## src/sv/kwpf_pkg.sv

```systemverilog
// ----------------------------------------------------------------------------
// kwpf_pkg: keypad word prefix filter shared types and constants
// Payload structs, letter-to-key group table and fixed field widths.
// ----------------------------------------------------------------------------
package kwpf_pkg;

  localparam int unsigned MAX_LETTERS  = 8;
  localparam int unsigned LETTER_W     = 5;
  localparam int unsigned DIGIT_W      = 4;
  localparam int unsigned INDEX_W      = 11;
  localparam int unsigned COUNT_W      = 12;
  localparam int unsigned NUM_DIGITS   = 10;
  localparam int unsigned QLEN_W       = 4;
  localparam int unsigned CFG_DATA_W   = 32;
  localparam int unsigned CFG_IDX_W    = 2;

  localparam logic [COUNT_W-1:0] COUNT_MAX = {COUNT_W{1'b1}};
  localparam logic [DIGIT_W-1:0] NO_GROUP  = 4'd15;

  // configuration register indexes
  localparam logic [CFG_IDX_W-1:0] CFG_QUERY_DIGITS = 2'd0;
  localparam logic [CFG_IDX_W-1:0] CFG_QUERY_LENGTH = 2'd1;

  typedef logic [LETTER_W-1:0] letter_t;
  typedef logic [NUM_DIGITS-1:0] digit_mask_t;

  typedef struct packed {
    logic                first_word;
    logic [INDEX_W-1:0]  word_index;
    letter_t             letter_0;
    letter_t             letter_1;
    letter_t             letter_2;
    letter_t             letter_3;
    letter_t             letter_4;
    letter_t             letter_5;
    letter_t             letter_6;
    letter_t             letter_7;
  } kwpf_in_t;

  typedef struct packed {
    logic                matched;
    logic [INDEX_W-1:0]  match_index;
    logic [COUNT_W-1:0]  match_total;
    digit_mask_t         next_digit_mask;
  } kwpf_out_t;

  // result of the compare stage handed to the accumulator
  typedef struct packed {
    logic        matched;
    digit_mask_t next_bit;
  } kwpf_match_t;

  // key group of a letter code; NO_GROUP for end marker and codes past z
  function automatic logic [DIGIT_W-1:0] letter_group(input letter_t code);
    logic [DIGIT_W-1:0] g;
    case (code) inside
      [5'd1:5'd2]:   g = 4'd0;
      [5'd3:5'd4]:   g = 4'd1;
      [5'd5:5'd6]:   g = 4'd2;
      [5'd7:5'd9]:   g = 4'd3;
      [5'd10:5'd13]: g = 4'd4;
      [5'd14:5'd16]: g = 4'd5;
      [5'd17:5'd18]: g = 4'd6;
      5'd19:         g = 4'd7;
      [5'd20:5'd21]: g = 4'd8;
      [5'd22:5'd26]: g = 4'd9;
      default:       g = NO_GROUP;
    endcase
    return g;
  endfunction

endpackage

```

## src/sv/kwpf_match.sv

```systemverilog
// ----------------------------------------------------------------------------
// kwpf_match: word against typed key sequence compare
// Parallel per-position group compare and next-key one-hot select.
// ----------------------------------------------------------------------------
module kwpf_match (
  input  kwpf_pkg::kwpf_in_t                                     word,
  input  logic [kwpf_pkg::CFG_DATA_W-1:0]                        query_digits,
  input  logic [kwpf_pkg::QLEN_W-1:0]                            query_length,
  output kwpf_pkg::kwpf_match_t                                  result
);
  import kwpf_pkg::*;

  letter_t                 letters [MAX_LETTERS];
  logic [MAX_LETTERS-1:0]  in_word;
  logic [MAX_LETTERS-1:0]  fit;
  logic [DIGIT_W-1:0]      grp [MAX_LETTERS];
  digit_mask_t             next_bit;

  assign letters[0] = word.letter_0;
  assign letters[1] = word.letter_1;
  assign letters[2] = word.letter_2;
  assign letters[3] = word.letter_3;
  assign letters[4] = word.letter_4;
  assign letters[5] = word.letter_5;
  assign letters[6] = word.letter_6;
  assign letters[7] = word.letter_7;

  always_comb begin
    logic alive;
    next_bit = '0;
    alive    = 1'b1;
    for (int p = 0; p < MAX_LETTERS; p++) begin
      grp[p] = letter_group(letters[p]);
      // position lies inside the word when no end marker at or before it
      alive      = alive && (letters[p] != '0);
      in_word[p] = alive;
      fit[p] = (QLEN_W'(p) >= query_length) ||
               (in_word[p] && (grp[p] == query_digits[p*DIGIT_W +: DIGIT_W]));
      if ((query_length == QLEN_W'(p)) && in_word[p] && (grp[p] != NO_GROUP)) begin
        next_bit = next_bit | (digit_mask_t'(1) << grp[p]);
      end
    end
  end

  // a query longer than a word can be never matches
  assign result.matched  = (&fit) && (query_length <= QLEN_W'(MAX_LETTERS));
  assign result.next_bit = next_bit;

endmodule

```

## src/sv/kwpf_accum.sv

```systemverilog
// ----------------------------------------------------------------------------
// kwpf_accum: match count, next-key mask and result register
// Saturating counter and OR mask, cleared on a first word, feeding the output.
// ----------------------------------------------------------------------------
module kwpf_accum (
  input  logic                              clk,
  input  logic                              rst_n,
  input  logic                              load,
  input  logic                              first_word,
  input  logic [kwpf_pkg::INDEX_W-1:0]      word_index,
  input  kwpf_pkg::kwpf_match_t             match,
  output logic                              stage_ready,
  output logic                              out_valid,
  input  logic                              out_ready,
  output kwpf_pkg::kwpf_out_t               out_data
);
  import kwpf_pkg::*;

  logic [COUNT_W-1:0] count_r, count_nxt, count_base;
  digit_mask_t        mask_r, mask_nxt, mask_base;
  logic               out_valid_r, out_valid_nxt;
  kwpf_out_t          out_data_r, out_data_nxt;

  assign stage_ready = !out_valid_r || out_ready;

  always_comb begin
    count_base = first_word ? '0 : count_r;
    mask_base  = first_word ? '0 : mask_r;
    count_nxt  = count_r;
    mask_nxt   = mask_r;
    if (load) begin
      count_nxt = (match.matched && (count_base != COUNT_MAX)) ?
                  count_base + COUNT_W'(1) : count_base;
      mask_nxt  = match.matched ? (mask_base | match.next_bit) : mask_base;
    end
  end

  always_comb begin
    out_valid_nxt = out_valid_r && !out_ready;
    out_data_nxt  = out_data_r;
    if (load) begin
      out_valid_nxt                = 1'b1;
      out_data_nxt.matched         = match.matched;
      out_data_nxt.match_index     = match.matched ? word_index : '0;
      out_data_nxt.match_total     = count_nxt;
      out_data_nxt.next_digit_mask = mask_nxt;
    end
  end

  always_ff @(posedge clk) begin
    if (!rst_n) begin
      count_r     <= '0;
      mask_r      <= '0;
      out_valid_r <= 1'b0;
    end else begin
      count_r     <= count_nxt;
      mask_r      <= mask_nxt;
      out_valid_r <= out_valid_nxt;
    end
  end

  always_ff @(posedge clk) begin
    out_data_r <= out_data_nxt;
  end

  assign out_valid = out_valid_r;
  assign out_data  = out_data_r;

`ifndef SYNTHESIS
  // within a search the mask only gains bits
  a_mask_grows: assert property (@(posedge clk) disable iff (!rst_n)
    load && !first_word |=> (($past(mask_r) & ~mask_r) == '0))
    else $error("next-key mask lost a bit within a search");

  // within a search the count never goes down
  a_count_grows: assert property (@(posedge clk) disable iff (!rst_n)
    load && !first_word |=> (count_r >= $past(count_r)))
    else $error("match count decreased within a search");

  // shown result agrees with the internal state it was loaded from
  a_out_tracks_state: assert property (@(posedge clk) disable iff (!rst_n)
    load |=> (out_data_r.match_total == count_r) &&
             (out_data_r.next_digit_mask == mask_r))
    else $error("result register out of step with accumulators");

  // a miss never carries an index
  a_miss_no_index: assert property (@(posedge clk) disable iff (!rst_n)
    out_valid_r && !out_data_r.matched |-> (out_data_r.match_index == '0))
    else $error("unmatched result carries an index");
`endif

endmodule

```

## src/sv/keypad_word_prefix_filter_unit.sv

```systemverilog
// ----------------------------------------------------------------------------
// keypad_word_prefix_filter_unit: keypad predictive text word filter
// Streams dictionary words against typed keys, a word a cycle unless stalled.
// ----------------------------------------------------------------------------
// usage:
//   cfg port: write query_digits (index 0) and query_length (index 1) while
//   the block is idle; writes to other indexes are dropped
//   in channel: one dictionary word per transfer, first_word set on the
//   first word of a search clears the match count and next-key mask
//   out channel: one result per word: matched flag, index (zero on a miss),
//   running match count (saturates at 4095) and next-key mask
// path: an accepted word passes the input register, then the result register
//   after the compare and accumulate logic, where its result becomes valid
// throughput: one word per cycle unless stalled; the only carried state is
//   the counter and the OR mask, both updated when the result register loads
// reset: synchronous, active low; clears both queries, count, mask and the
//   valid flags of both stages
// stall: a held result keeps its value; the input register still takes one
//   more word, then in_ready drops until the result is taken
// ----------------------------------------------------------------------------
module keypad_word_prefix_filter_unit (
  input  logic                              clk,
  input  logic                              rst_n,
  input  logic                              in_valid,
  output logic                              in_ready,
  input  kwpf_pkg::kwpf_in_t                in_data,
  output logic                              out_valid,
  input  logic                              out_ready,
  output kwpf_pkg::kwpf_out_t               out_data,
  input  logic                              cfg_wr_en,
  input  logic [kwpf_pkg::CFG_IDX_W-1:0]    cfg_index,
  input  logic [kwpf_pkg::CFG_DATA_W-1:0]   cfg_wdata
);
  import kwpf_pkg::*;

  // query registers
  logic [CFG_DATA_W-1:0] query_digits_r;
  logic [QLEN_W-1:0]     query_length_r;

  // input stage
  logic      s1_valid_r, s1_valid_nxt;
  kwpf_in_t  s1_data_r;
  logic      s1_advance;
  logic      stage_ready;

  kwpf_match_t match;

  // config writes, only the two defined indexes land
  always_ff @(posedge clk) begin
    if (!rst_n) begin
      query_digits_r <= '0;
      query_length_r <= '0;
    end else if (cfg_wr_en) begin
      case (cfg_index)
        CFG_QUERY_DIGITS: query_digits_r <= cfg_wdata;
        CFG_QUERY_LENGTH: query_length_r <= cfg_wdata[QLEN_W-1:0];
        default: ;
      endcase
    end
  end

  // input register moves forward whenever the result register can take it
  assign s1_advance = s1_valid_r && stage_ready;
  assign in_ready   = !s1_valid_r || stage_ready;

  always_comb begin
    s1_valid_nxt = s1_valid_r && !s1_advance;
    if (in_valid && in_ready) begin
      s1_valid_nxt = 1'b1;
    end
  end

  always_ff @(posedge clk) begin
    if (!rst_n) begin
      s1_valid_r <= 1'b0;
    end else begin
      s1_valid_r <= s1_valid_nxt;
    end
  end

  always_ff @(posedge clk) begin
    if (in_valid && in_ready) begin
      s1_data_r <= in_data;
    end
  end

  // per-position group compare
  kwpf_match u_match (
    .word         (s1_data_r),
    .query_digits (query_digits_r),
    .query_length (query_length_r),
    .result       (match)
  );

  // count, mask and result register
  kwpf_accum u_accum (
    .clk         (clk),
    .rst_n       (rst_n),
    .load        (s1_advance),
    .first_word  (s1_data_r.first_word),
    .word_index  (s1_data_r.word_index),
    .match       (match),
    .stage_ready (stage_ready),
    .out_valid   (out_valid),
    .out_ready   (out_ready),
    .out_data    (out_data)
  );

endmodule

```

## config.mk

```make
export PLATFORM = sky130hd
export DESIGN_NAME = keypad_word_prefix_filter_unit
export DESIGN_NICKNAME = d
export VERILOG_FILES = /design/src/sv/kwpf_pkg.sv /design/src/sv/kwpf_match.sv /design/src/sv/kwpf_accum.sv /design/src/sv/keypad_word_prefix_filter_unit.sv
export SDC_FILE = /design/constraint.sdc
export NUM_CORES = 1
export LEC_CHECK = 0
export BUFFER_PORTS_ARGS = -buffer_cell sky130_fd_sc_hd__buf_2
export CAP_MARGIN = 40
export CORE_AREA = 5 5 128 191
export DETAILED_ROUTE_END_ITERATION = 8
export DIE_AREA = 0 0 133 196
export PLACE_DENSITY = 0.65
export SLEW_MARGIN = 30
export SYNTH_ARGS = -nofsm -noshare
export SYNTH_HDL_FRONTEND = slang
export SYNTH_SLANG_ARGS = --single-unit
```

## constraint.sdc

```tcl
create_clock -name clk -period 3.6 [get_ports clk]
set_input_delay 0.36 -clock clk [delete_from_list [all_inputs] [get_ports clk]]
set_output_delay 0.36 -clock clk [all_outputs]
set_load 0.05 [all_outputs]
```

=== After elaboration in Yosys (flattened, before gate mapping) ===
Cells that the tools add are included.

* Add/sub/neg operators: 1
* $lt $le $gt $ge: 153
* Eq/ne operators: 33
* Shift operators: 8
* Multiplexer cells: 96
* Bitwise logic cells: 8
* Reduce and logical (&&, ||, !) cells: 136

{| class="wikitable"
|+ Operators by type and width
! operator !! number
|-
| $mux 4 || 69
|-
| $le 5x5->1 const B || 32
|-
| $ge 5x5->1 const B || 24
|-
| $mux 10 || 11
|-
| $logic_and 1x1->1 || 109
|-
| $ge 5x3->1 const B || 16
|-
| $ge 5x4->1 const B || 16
|-
| $le 5x3->1 const B || 16
|-
| $le 5x4->1 const B || 16
|-
| $or 10x10->10 || 8
|-
| $shl 1x4->10 const A || 8
|-
| $eq 5x5->1 const B || 8
|-
| $ge 5x1->1 const B || 8
|-
| $ge 5x2->1 const B || 8
|-
| $le 5x2->1 const B || 8
|-
| $reduce_bool 5->1 || 8
|-
| $mux 12 || 3
|-
| $mux 3 || 11
|-
| $eq 4x4->1 || 8
|-
| $ne 4x4->1 const B || 8
|-
| $eq 4x3->1 const B || 4
|-
| $ge 3x4->1 const A || 4
|-
| $add 12x1->12 const B || 1
|-
| $ne 12x12->1 const B || 1
|-
| other kinds (13) || 30
|}

* Bits in registers: 146
* Output and inout port bits: 36
* Logic and storage cells: 455

=== Logic depth before layout (Yosys ltp) ===
Gate-level depths: netlist (run 1).

* Word-level depth: 32
* Gate-level depth with buffers: 14

=== Modules after synthesis ===
Synthesis (run 1) repeated with hierarchy kept, for this count alone.

* Cells, all modules: 962
* Area, all modules: 8794.7 µm²

{| class="wikitable"
|+ By module, submodules not included
! module !! instances !! cells each !! area an instance (µm²) !! seq. area each (µm²)
|-
| kwpf_match || 1 || 565 || 3380.7 || 0.0
|-
| keypad_word_prefix_filter_unit || 1 || 212 || 3083.0 || 2302.2
|-
| kwpf_accum || 1 || 185 || 2331.0 || 1481.4
|}

=== Worst setup path after synthesis (run 1) ===
OpenSTA, ideal clock, no wires.

* Kind: reg-to-reg
* Start point: reg s1_data_r[31] (netlist name)
* End point: reg u_accum.out_data_r, in the netlist u_accum.out_data[20], data pin
* Library setup time: 255 ps
* Arrival time: 2703 ps
* Data required time: 3345 ps
* Path slack: 642 ps
* Stages on the path, launching flop included: 11
* Path buffers: 1
* Cell sequence: edfxtp_1 -> buf_2 -> nor3_1 -> a22o_1 -> or3_4 -> nor4b_2 -> nand4_1 -> a2111oi_2 -> o211ai_1 -> or4_1 -> and3_1

* Word-level cells in the longest chain between the ends: 20

{| class="wikitable"
|+ RTL lines
! element !! line !! RTL
|-
| start, declared || keypad_word_prefix_filter_unit.sv:42 || <nowiki>kwpf_in_t s1_data_r;</nowiki>
|-
| start signal, assigned || keypad_word_prefix_filter_unit.sv:83 || <nowiki>s1_data_r <= in_data;</nowiki>
|-
| $ge 5x5->1 (not written as such) / $le 5x5->1 (equally long branches) || kwpf_match.sv:33 || <nowiki>grp[p] = letter_group(letters[p]);</nowiki>
|-
| $logic_and 1x1->1 (not written as such) || kwpf_match.sv:33 ||
|-
| $mux 3 (2 in a row) || kwpf_pkg.sv:56 || <nowiki>case (code) inside</nowiki>
|-
| $mux 4 (8 in a row) || kwpf_pkg.sv:56 ||
|-
| $eq 4x4->1 || kwpf_match.sv:38 || <nowiki>(in_word[p] && (grp[p] == query_digits[p*DIGIT_W +: DIGIT_W]));</nowiki>
|-
| $logic_and 1x1->1 || kwpf_match.sv:38 ||
|-
| $logic_or 1x1->1 || kwpf_match.sv:37 || <nowiki>fit[p] = (QLEN_W'(p) >= query_length) ||</nowiki>
|-
| $reduce_and 8->1 (*) || kwpf_match.sv:46 || <nowiki>assign result.matched = (&fit) && (query_length <= QLEN_W'(MAX_LETTERS));</nowiki>
|-
| $logic_and 1x1->1 (*) || kwpf_match.sv:46 ||
|-
| $logic_and 1x1->1 (*) || kwpf_accum.sv:32 || <nowiki>count_nxt = (match.matched && (count_base != COUNT_MAX)) ?</nowiki>
|-
| $mux 12 (*) || kwpf_accum.sv:32 ||
|-
| $mux 12 (*) || kwpf_accum.sv:31 || <nowiki>if (load) begin</nowiki>
|-
| net u_accum.count_nxt[10] || kwpf_accum.sv:19 || <nowiki>logic [COUNT_W-1:0] count_r, count_nxt, count_base;</nowiki>
|-
| end signal, assigned || kwpf_accum.sv:63 || <nowiki>out_data_r <= out_data_nxt;</nowiki>
|-
| end, declared || kwpf_accum.sv:22 || <nowiki>kwpf_out_t out_data_r, out_data_nxt;</nowiki>
|}

Mark *: on every way through the listed nets, which the timed path passes. The rest lies on a longest branch.
A chain may end at the register's enable or synchronous reset.

=== Worst setup path in the final report (run 1) ===
* Start point: reg s1_data_r[39] (netlist name)
* End point: reg u_accum.out_data_r, in the netlist u_accum.out_data[20], data pin

* Word-level cells in the longest chain between the ends: 20

{| class="wikitable"
|+ RTL lines
! element !! line
|-
| $ge 5x5->1 (not written as such) / $le 5x5->1 (equally long branches) || kwpf_match.sv:33
|-
| $logic_and 1x1->1 (not written as such) || kwpf_match.sv:33
|-
| $mux 3 || kwpf_pkg.sv:56
|-
| $mux 4 (9 in a row) || kwpf_pkg.sv:56
|-
| $eq 4x4->1 || kwpf_match.sv:38
|-
| $logic_and 1x1->1 || kwpf_match.sv:38
|-
| $logic_or 1x1->1 || kwpf_match.sv:37
|-
| $reduce_and 8->1 (*) || kwpf_match.sv:46
|-
| $logic_and 1x1->1 (*) || kwpf_match.sv:46
|-
| $logic_and 1x1->1 (*) || kwpf_accum.sv:32
|-
| $mux 12 (*) || kwpf_accum.sv:32
|-
| $mux 12 (*) || kwpf_accum.sv:31
|-
| net u_accum.count_nxt[10] || kwpf_accum.sv:19
|}

Marked as above.

==> flow_summary.toml, run 1 <==
[run_status]
run_status = "complete, no violations"

[grt]
grtUsageTotal = 0.199
antenna_found_initial = 0
first_global_vias = 7923
grt_pass1_wl_um = 41000
overflow = 0
grt_max_degree = 44

[final_layout]
final_area_um2 = 10500
multi_input_comb_area_um2 = 4610
diodes = 0
register_area_um2 = 3780
finalNetCount = 1234
n_fill_cell = 2259
drive_gt1_frac = 0.218
fin_util = 0.463
areaGrowthSynthToFinish_pct = 18.9

[setup_path]
rr_worst_depth = 10
start_kind = "register"
critical_path_class = "reg -> reg"
crit_path_max_fanout = 11
crit_path_end_kind = "register"
regToRegStartpoint = "s1_data_r[39]"
slowest_stage = "edfxtp_1"
ff2ff_setup_slack_ps = 250
arrival_ps = 3660
path_cells = "nor3_1, a22o_1, or3_4, nor4b_2, nand4_1, a2111oi_2, o211ai_1, buf_4, o41ai_1, and3_1"
critPathMaxStageDelay_ps = 540
cp.required_ps = 3910
r2r_end = "u_accum.out_data[20]"

[logic_synthesis]
netlist_area_um2 = 8840
synth.avg_cell_area_um2 = 8.71
yosysUniqueCellTypes = 80
syn_nets = 1108
synthArstFlopShare = 0
synth_seq_cells = 146
synth-main-ff-cell = "edfxtp_1"
synth_edf_count = 86
ys_warn_count = 0
ys_seq_area_frac = 0.428
syn-instance-count = 1016

[routing]
drc = 0
num_vias = 8131
ant_nets = 0
wire_per_inst_um = 18.2
first_pass_iters = 6
drtIter0Drc = 474
via_per_inst = 5.67
totalWireLength_um = 26200

[power_and_ir_drop]
seq_power_share = 0.437
internal-power_uw = 3080
combPwrFrac = 0.173
ir_drop_v = 0.000339
clkPwrFrac = 0.390
sw_frac_of_total = 0.293
power.net_switching_uw = 1280
p_leak_uw = 0.00398
power_density_nw_per_um2 = 414

[sta]
tns_ps = 0
rsz0062_at_grt = "no"
relSlewSlack = 0.452
fmax_mhz = 298
min_period_ps = 3350
hold_ws_ps = 92.6
layout_worst_path_cycle_share = 0.931
slew_violations = 0
finClkSkew_ps = 8.03
setup_viol_count_final = 0
hold_viol = 0
worst_pin_slew_ps = 823

[placed_design]
gp_congestion = 0.962
place_area_um2 = 9930
place_hpwl_um = 19900
portBuffers = 126

[hold_path]
worst_hold_startpoint = "in_data[24]"
min_path_cells = 1
min_to = "s1_data_r[24]"
min_path_type = "in -> reg"

[floorplanning]
dieArea_um2 = 26100
ios = 127
fp.dieW_um = 133
core_area_um2 = 22700
die_y_um = 196
start_util = 0.389
row_count = 68

[clock_network]
clk_pin_slew_worst_paths_ps = 70
numCtsBuffers = 17
cts_max_level = 4
cts_hold_buf = 0
cts.sinks = 146
cts_root_buf = "clkbuf_16"
clk_latency_ps = 440
max-clock-path-buffers = 2
cts_tree = "built"

[job]
cap_violations = 0
-- registers in the layout (all words and copies together), names as in the netlist --
signal,cells
s1_data_r,52
query_length_r,4
u_accum.count_r,12
s1_valid_r,1
query_digits_r,32
u_accum.mask_r,10
u_accum.out_data,34
u_accum.out_valid,1
-- how the worst max path moves through the flow --
| stage | from | to | slack [ps] | depth (start not counted) |
|---|---|---|---|---|
| final | s1_data_r[39] | u_accum.out_data[20] | 250 | 10 |
| after global routing | s1_data_r[39] | u_accum.out_data[20] | 20 | 10 |
| after global placement | s1_data_r[24] | u_accum.out_data[20] | 320 | 9 |
| after CTS | s1_data_r[18] | u_accum.out_data[20] | 250 | 10 |
| after floorplan | s1_data_r[31] | u_accum.out_data[20] | 640 | 10 |
| after detailed placement | s1_data_r[18] | u_accum.out_data[20] | 270 | 10 |
-- worst max-delay path: cells and delay by family (launching register included) --
family | cells | cell delay [ps]
AOI/OAI and AO/OA | 4 | 1240
and+or+nand+nor | 5 | 1190
DFF | 1 | 540
buffers and inverters | 1 | 250
-- timing repair --
item,in CTS,in global routing
resized for setup,0,3
setup buffers,0,3
setup endpoints to repair,0,9
-- synth_stat cells, types with 9 or more instances --
library cell  number  area (µm²)
a21oi_1           75         375
a31oi_1           23         144
a32o_1            10         100
and2_1            16         100
and3_1            15        93.8
buf_2             10        50.1
clkbuf_1          58         218
dfxtp_1           60        1200
edfxtp_1          86        2580
inv_1             26        97.6
mux2i_1           22         220
nand2_1          145         544
nand2b_1          20         125
nand3_1           46         230
nand4_1           11        68.8
nor2_1            65         244
nor2b_1           13        81.3
nor3_1            35         175
nor3_2             9        90.1
nor4_1            11        68.8
o21ai_0           30         150
o22ai_1            9        56.3
or3_1             10        62.6
or4_1             10        75.1
xnor2_1           35         307
xor2_1            23         201
-- stage by stage --
stage	setup WS [ps]	power (µW)	cells
6_report	249	4360	1435
3_5_place_dp	271	2690	1400
3_3_place_gp	317	2680	1400
2_1_floorplan	642	2450	1016
4_1_cts	253	4390	1432
5_1_grt	16.8	4540	1435
-- final cells by class --
class	count	area share
well taps	280	0.0333
clock inverters	14	0.0119
flip-flops and latches	146	0.360
multi-input cells	759	0.439
inverters	30	0.0112
clock buffers	18	0.0408
repair buffers	188	0.104
-- routing by layer --
layer,vias to the layer above,GRT usage,wire [µm]
li1,3979,-,-
met1,3874,0.203,9630
met2,211,0.379,14400
met3,67,0.0341,949
met4,0,0.109,1200
met5,-,0,0
-- cell families (layout without fill, tap and decap cells) --
family	Yosys count	count (layout)	share of synthesized area
multiplexers	24	24	0.0274
flip-flops	146	146	0.428
AND/OR/NAND/NOR	439	439	0.252
AO/OA/AOI/OAI	232	232	0.175
buffers and inverters	111	250	0.0525
XOR/XNOR	58	58	0.0574
adder cells (fa/ha/maj)	6	6	0.00721
-- power by group through the flow --
stage | registers, µW | clock network (µW) | logic (µW)
after CTS | 1910 | 1740 | 745
after global routing | 1910 | 1800 | 822
after detailed placement | 1940 | 0 | 742
after global placement | 1940 | 0 | 737
after floorplan | 1990 | 0 | 457
final | 1910 | 1700 | 752
-- layout by cell type (no fill, tap or decap), drive strengths merged, types with 7 or more instances in the layout --
cell,count
a21oi,75
a31o,8
a31oi,23
a32o,10
and2,16
and3,15
buf,188
clkbuf,18
clkinv,7
dfxtp,60
edfxtp,86
inv,36
mux2i,22
nand2,145
nand2b,20
nand3,46
nand4,11
nor2,67
nor2b,13
nor3,44
nor4,12
o211ai,7
o21ai,33
o22ai,9
or2,7
or3,11
or4,10
xnor2,35
xor2,23
(Power assumes the default switching activity.)
==> run 2: changes to the inputs <==
- clock period: 3.6 -> 3.25 ns (I/O delays scaled with it)
==> run 2 against run 1 <==
Combinational power is 20% higher. Sequential power is 9.9% higher. Clock power is 22% higher. Die area stayed put. Non-clock buffer count is 43 higher. Maximum frequency is 8.4% higher. Global-route usage hardly changed. Total power is 16% higher. Register-to-register slack worse by 90 ps. First-iteration DRC count is 17% higher. Via count is 2.3% higher. Critical endpoint unchanged. Largest power group unchanged.
==> flow_summary.toml, run 2 (same netlist as run 1, synthesis figures left out) <==
[run_status]
run_status = "complete, no violations"

[power_and_ir_drop]
clkPwrFrac = 0.409
power.net_switching_uw = 1450
combPwrFrac = 0.177
internal-power_uw = 3620
sw_frac_of_total = 0.286
power_density_nw_per_um2 = 462
seq_power_share = 0.413
ir_drop_v = 0.000332
p_leak_uw = 0.00425

[setup_path]
path_cells = "buf_4, nand2b_1, or3b_2, nand4_1, xor2_1, nand3_2, a2111oi_2, o211ai_1, or4_1, and3_1"
arrival_ps = 3280
crit_buf_inv = 1
cp_top_family = "simple AND/OR/NAND/NOR gates"
ff2ff_setup_slack_ps = 160
critPathMaxStageDelay_ps = 470
start_kind = "register"
slowest_stage = "or4_1"
cp.required_ps = 3440
crit_path_end_kind = "register"
crit_path_max_fanout = 12
critical_path_class = "reg -> reg"

[floorplanning]
row_count = 68
start_util = 0.389
die_y_um = 196
fp.dieW_um = 133
core_area_um2 = 22700
dieArea_um2 = 26100
ios = 127

[clock_network]
clk_pin_slew_worst_paths_ps = 80
cts.sinks = 146
clk_latency_ps = 440
max-clock-path-buffers = 2
numCtsBuffers = 17
cts_root_buf = "clkbuf_16"
cts_tree = "built"
cts_hold_buf = 0
cts_max_level = 4

[final_layout]
final_cell_mix = "nand2_1, buf_2, buf_4"
finalNetCount = 1277
regMostFlops = "s1_data_r"
drive_gt1_frac = 0.254
diodes = 0
final_common_cell = "nand2_1"
n_fill_cell = 2208
layoutNonFillerInstCount = 1478
largest_register_ffs = 52
areaGrowthSynthToFinish_pct = 24.1
final_area_um2 = 11000
fin_util = 0.483

[placed_design]
portBuffers = 126
pre_cts_ws_ps = -119
dp_cells = 1442
place_area_um2 = 10300
place_hpwl_um = 20100
gp_congestion = 0.963

[routing]
drtIter0Drc = 553
first_pass_iters = 5
drc = 0
via_per_inst = 5.63
num_vias = 8320
wire_per_inst_um = 17.9
totalWireLength_um = 26500
ant_nets = 0

[grt]
overflow = 0
first_global_vias = 8006
grt_pass1_wl_um = 41200
grt_max_degree = 53
antenna_found_initial = 0
grtUsageTotal = 0.199

[sta]
worst_pin_slew_ps = 764
rsz0062_at_grt = "yes"
fin_ws_ps = 158
slew_violations = 0
hold_viol = 0
relSlewSlack = 0.486
min_period_ps = 3090
layout_worst_path_cycle_share = 0.951
fmax_mhz = 323
finClkSkew_ps = 16.8
setup_viol_count_final = 0
hold_ws_ps = 57.3

[hold_path]
min_path_type = "in -> reg"

[job]
cap_violations = 0
-- run 2: cell count changes in the layout (fill, tap and decap cells not counted), moves of 2 or more --
cell	before	now
buf_4	62	102
inv_8	0	2
bufinv_16	1	3
clkinv_4	2	4
inv_6	8	6
clkinv_1	4	2
-- run 2: worst paths after layout --
check,startpoint,endpoint,depth (start not counted)
worst max-delay path,s1_data_r[32],u_accum.out_data[20],10
worst min-delay path,in_data[22],s1_data_r[22],1
worst max register to register,s1_data_r[32],u_accum.out_data[20],10
worst min register to register,u_accum.mask_r[5],u_accum.mask_r[5],2
-- run 2: per-layer routing --
| layer | track usage | vias to the layer above | wire (µm) |
|---|---|---|---|
| li1 | - | 4059 | - |
| met3 | 0.0308 | 65 | 1170 |
| met2 | 0.389 | 256 | 14700 |
| met5 | 0 | - | 0 |
| met4 | 0.0944 | 0 | 1150 |
| met1 | 0.204 | 3940 | 9520 |
-- run 2: power groups by stage --
stage,Sequential (µW),Combinational (µW),Clock [µW]
after CTS,2100,877,2130
after floorplan,2210,506,0
after global routing,2110,974,2200
final,2100,899,2080
after global placement,2140,865,0
after detailed placement,2140,871,0
-- run 2: what timing repair did --
action,4_1_cts,5_1_grt
setup endpoints to repair,24,21
hold endpoints to repair,0,0
setup buffers,0,3
resized for setup,2,11
pin swaps,0,4
-- run 2: metrics by stage --
| step | total power, µW | TNS (ps) |
|---|---|---|
| finish | 5070 | 0 |
| global route | 5280 | -38.3 |
| CTS | 5100 | 0 |
| detailed placement | 3010 | -411 |
| global placement | 3000 | -1360 |
| floorplan | 2710 | 0 |
-- run 2: final cells by class --
class                   instances  area [µm²]  area share
clock buffers                  17         425      0.0387
inverters                      30         118      0.0107
repair buffers                231        1460       0.133
multi-input cells             759        4650       0.424
flip-flops and latches        146        3780       0.345
clock inverters                15         195      0.0178
well taps                     280         350      0.0319
==> run 3: changes to the inputs <==
- CTS_BUF_LIST: not set -> sky130_fd_sc_hd__clkbuf_4 sky130_fd_sc_hd__clkbuf_8
==> run 3 against run 2 <==
Wire length rose by 0.80%. Clock power decreased by 24%. Sequential power is essentially flat. Critical path depth shrank 1. Total power decreased by 9.1%. Non-clock buffer count rose by 44. Maximum frequency is 0.29% lower. Largest power group unchanged.
==> flow_summary.toml, run 3 (same netlist as run 1, synthesis figures left out) <==
[setup_path]
critPathLaunch = "s1_data_r[3]"
r2r_end = "u_accum.out_data[20]"
cp.required_ps = 3500
ff2ff_setup_slack_ps = 150
crit_path_end_kind = "register"
start_kind = "register"
endpoint = "u_accum.out_data[20]"
critical_path_class = "reg -> reg"
crit_path_max_fanout = 7
rr_worst_depth = 9
regToRegStartpoint = "s1_data_r[3]"
arrival_ps = 3350

[sta]
hold_viol = 0
worst_pin_slew_ps = 665
fmax_mhz = 322
setup_viol_count_final = 0
finClkSkew_ps = 30.8
min_period_ps = 3100
layout_worst_path_cycle_share = 0.954
relSlewSlack = 0.553
slew_violations = 0

[placed_design]
dp_cells = 1442
place_hpwl_um = 20100
portBuffers = 126
gp_congestion = 0.963

[grt]
grt_pass1_wl_um = 41900
first_global_vias = 8219
antenna_found_initial = 0
grtUsageTotal = 0.203
grt_max_degree = 53
overflow = 0

[clock_network]
numCtsBuffers = 17
cts_root_buf = "clkbuf_8"
cts_max_level = 4
clk_pin_slew_worst_paths_ps = 90
cts.sinks = 146
cts_tree = "built"
max-clock-path-buffers = 2
clk_latency_ps = 500

[floorplanning]
core_area_um2 = 22700
ios = 127
start_util = 0.389
row_count = 68
fp.dieW_um = 133
dieArea_um2 = 26100
die_y_um = 196

[final_layout]
finalNetCount = 1321
register_area_um2 = 3780
final_common_cell = "nand2_1"
fin_util = 0.495
drive_gt1_frac = 0.246
multi_input_comb_area_um2 = 4660
regMostFlops = "s1_data_r"
layoutNonFillerInstCount = 1522
largest_register_ffs = 52
diodes = 0
areaGrowthSynthToFinish_pct = 27.1
n_fill_cell = 2197
final_cell_mix = "nand2_1, buf_2, buf_4"

[power_and_ir_drop]
internal-power_uw = 3200
sw_frac_of_total = 0.305
ir_drop_v = 0.000262
clkPwrFrac = 0.342
p_leak_uw = 0.00436
power_density_nw_per_um2 = 410
seq_power_share = 0.454
power.net_switching_uw = 1410
combPwrFrac = 0.204

[routing]
via_per_inst = 5.56
wire_per_inst_um = 17.5
first_pass_iters = 5
drtIter0Drc = 543
num_vias = 8463
drc = 0
ant_nets = 0
totalWireLength_um = 26700

[run_status]
run_status = "complete, no violations"

[job]
cap_violations = 0

[hold_path]
min_path_type = "in -> reg"
min_path_cells = 1
run 3: changes by cell type in the layout (fill, tap and decap cells not counted), moves of 2 or more:
cell,delta
clkbuf_16,-17
clkbuf_8,+17
dlygate4sd3_1,+45
o31ai_1,-2
o31ai_2,+2
run 3: worst min-delay path by stage:
stage	endpoint	slack, ps	startpoint
final	s1_data_r[12]	40	in_data[12]
after global routing	s1_data_r[15]	10	in_data[15]
after CTS	s1_data_r[10]	3	in_data[10]
after detailed placement	u_accum.mask_r[5]	450	u_accum.mask_r[5]
after global placement	u_accum.mask_r[5]	450	u_accum.mask_r[5]
after floorplan	s1_data_r[0]	420	in_data[0]
run 3: power by group through the flow:
stage / logic [µW] / registers, µW / clock network [µW]
2_1_floorplan: 506 / 2210 / 0
3_3_place_gp: 865 / 2140 / 0
3_5_place_dp: 871 / 2140 / 0
4_1_cts: 919 / 2100 / 1620
5_1_grt: 1020 / 2110 / 1700
6_report: 939 / 2090 / 1580
run 3: metal layers:
layer | share of wire | vias up | global-route usage
li1 | - | 4147 | -
met1 | 0.36 | 4007 | 0.207
met2 | 0.55 | 243 | 0.392
met3 | 0.041 | 66 | 0.0336
met4 | 0.043 | 0 | 0.101
met5 | 0 | - | 0
run 3: stage by stage:
stage / total power [µW] / worst slack, ps / instance area, µm² / hold WS, ps / TNS (ps)
after CTS: 4640 / 81.5 / 11100 / 2.84 / 0
after detailed placement: 3010 / -119 / 10300 / 452 / -411
after global routing: 4820 / -13.1 / 11200 / 9.80 / -36.3
after floorplan: 2710 / 292 / 8840 / 424 / 0
after global placement: 3000 / -181 / 10300 / 451 / -1360
final: 4610 / 149 / 11200 / 38.6 / 0
run 3: worst max-delay path, cell delays in order, from the launching register on:
cell	delay, ps
edfxtp_1	480
inv_1	100
maj3_1	350
o211ai_1	250
xor2_1	240
nand4_1	150
a2111oi_2	390
o211ai_1	260
or4_1	470
and3_1	190
run 3: final cells by class:
type | count | area share
Multi-Input combinational cell | 759 | 0.415
Clock buffer | 17 | 0.0208
Tap cell | 280 | 0.0312
Sequential cell | 146 | 0.337
Clock inverter | 15 | 0.0174
Inverter | 30 | 0.0105
Timing Repair Buffer | 275 | 0.169
run 3: timing repair:
| item | 4_1_cts | 5_1_grt |
|---|---|---|
| pin swaps | 0 | 4 |
| hold endpoints to repair | 45 | 0 |
| setup buffers | 0 | 2 |
| endpoints found under the setup margin | 24 | 22 |
| resized for setup | 2 | 13 |
| hold buffers | 45 | 0 |
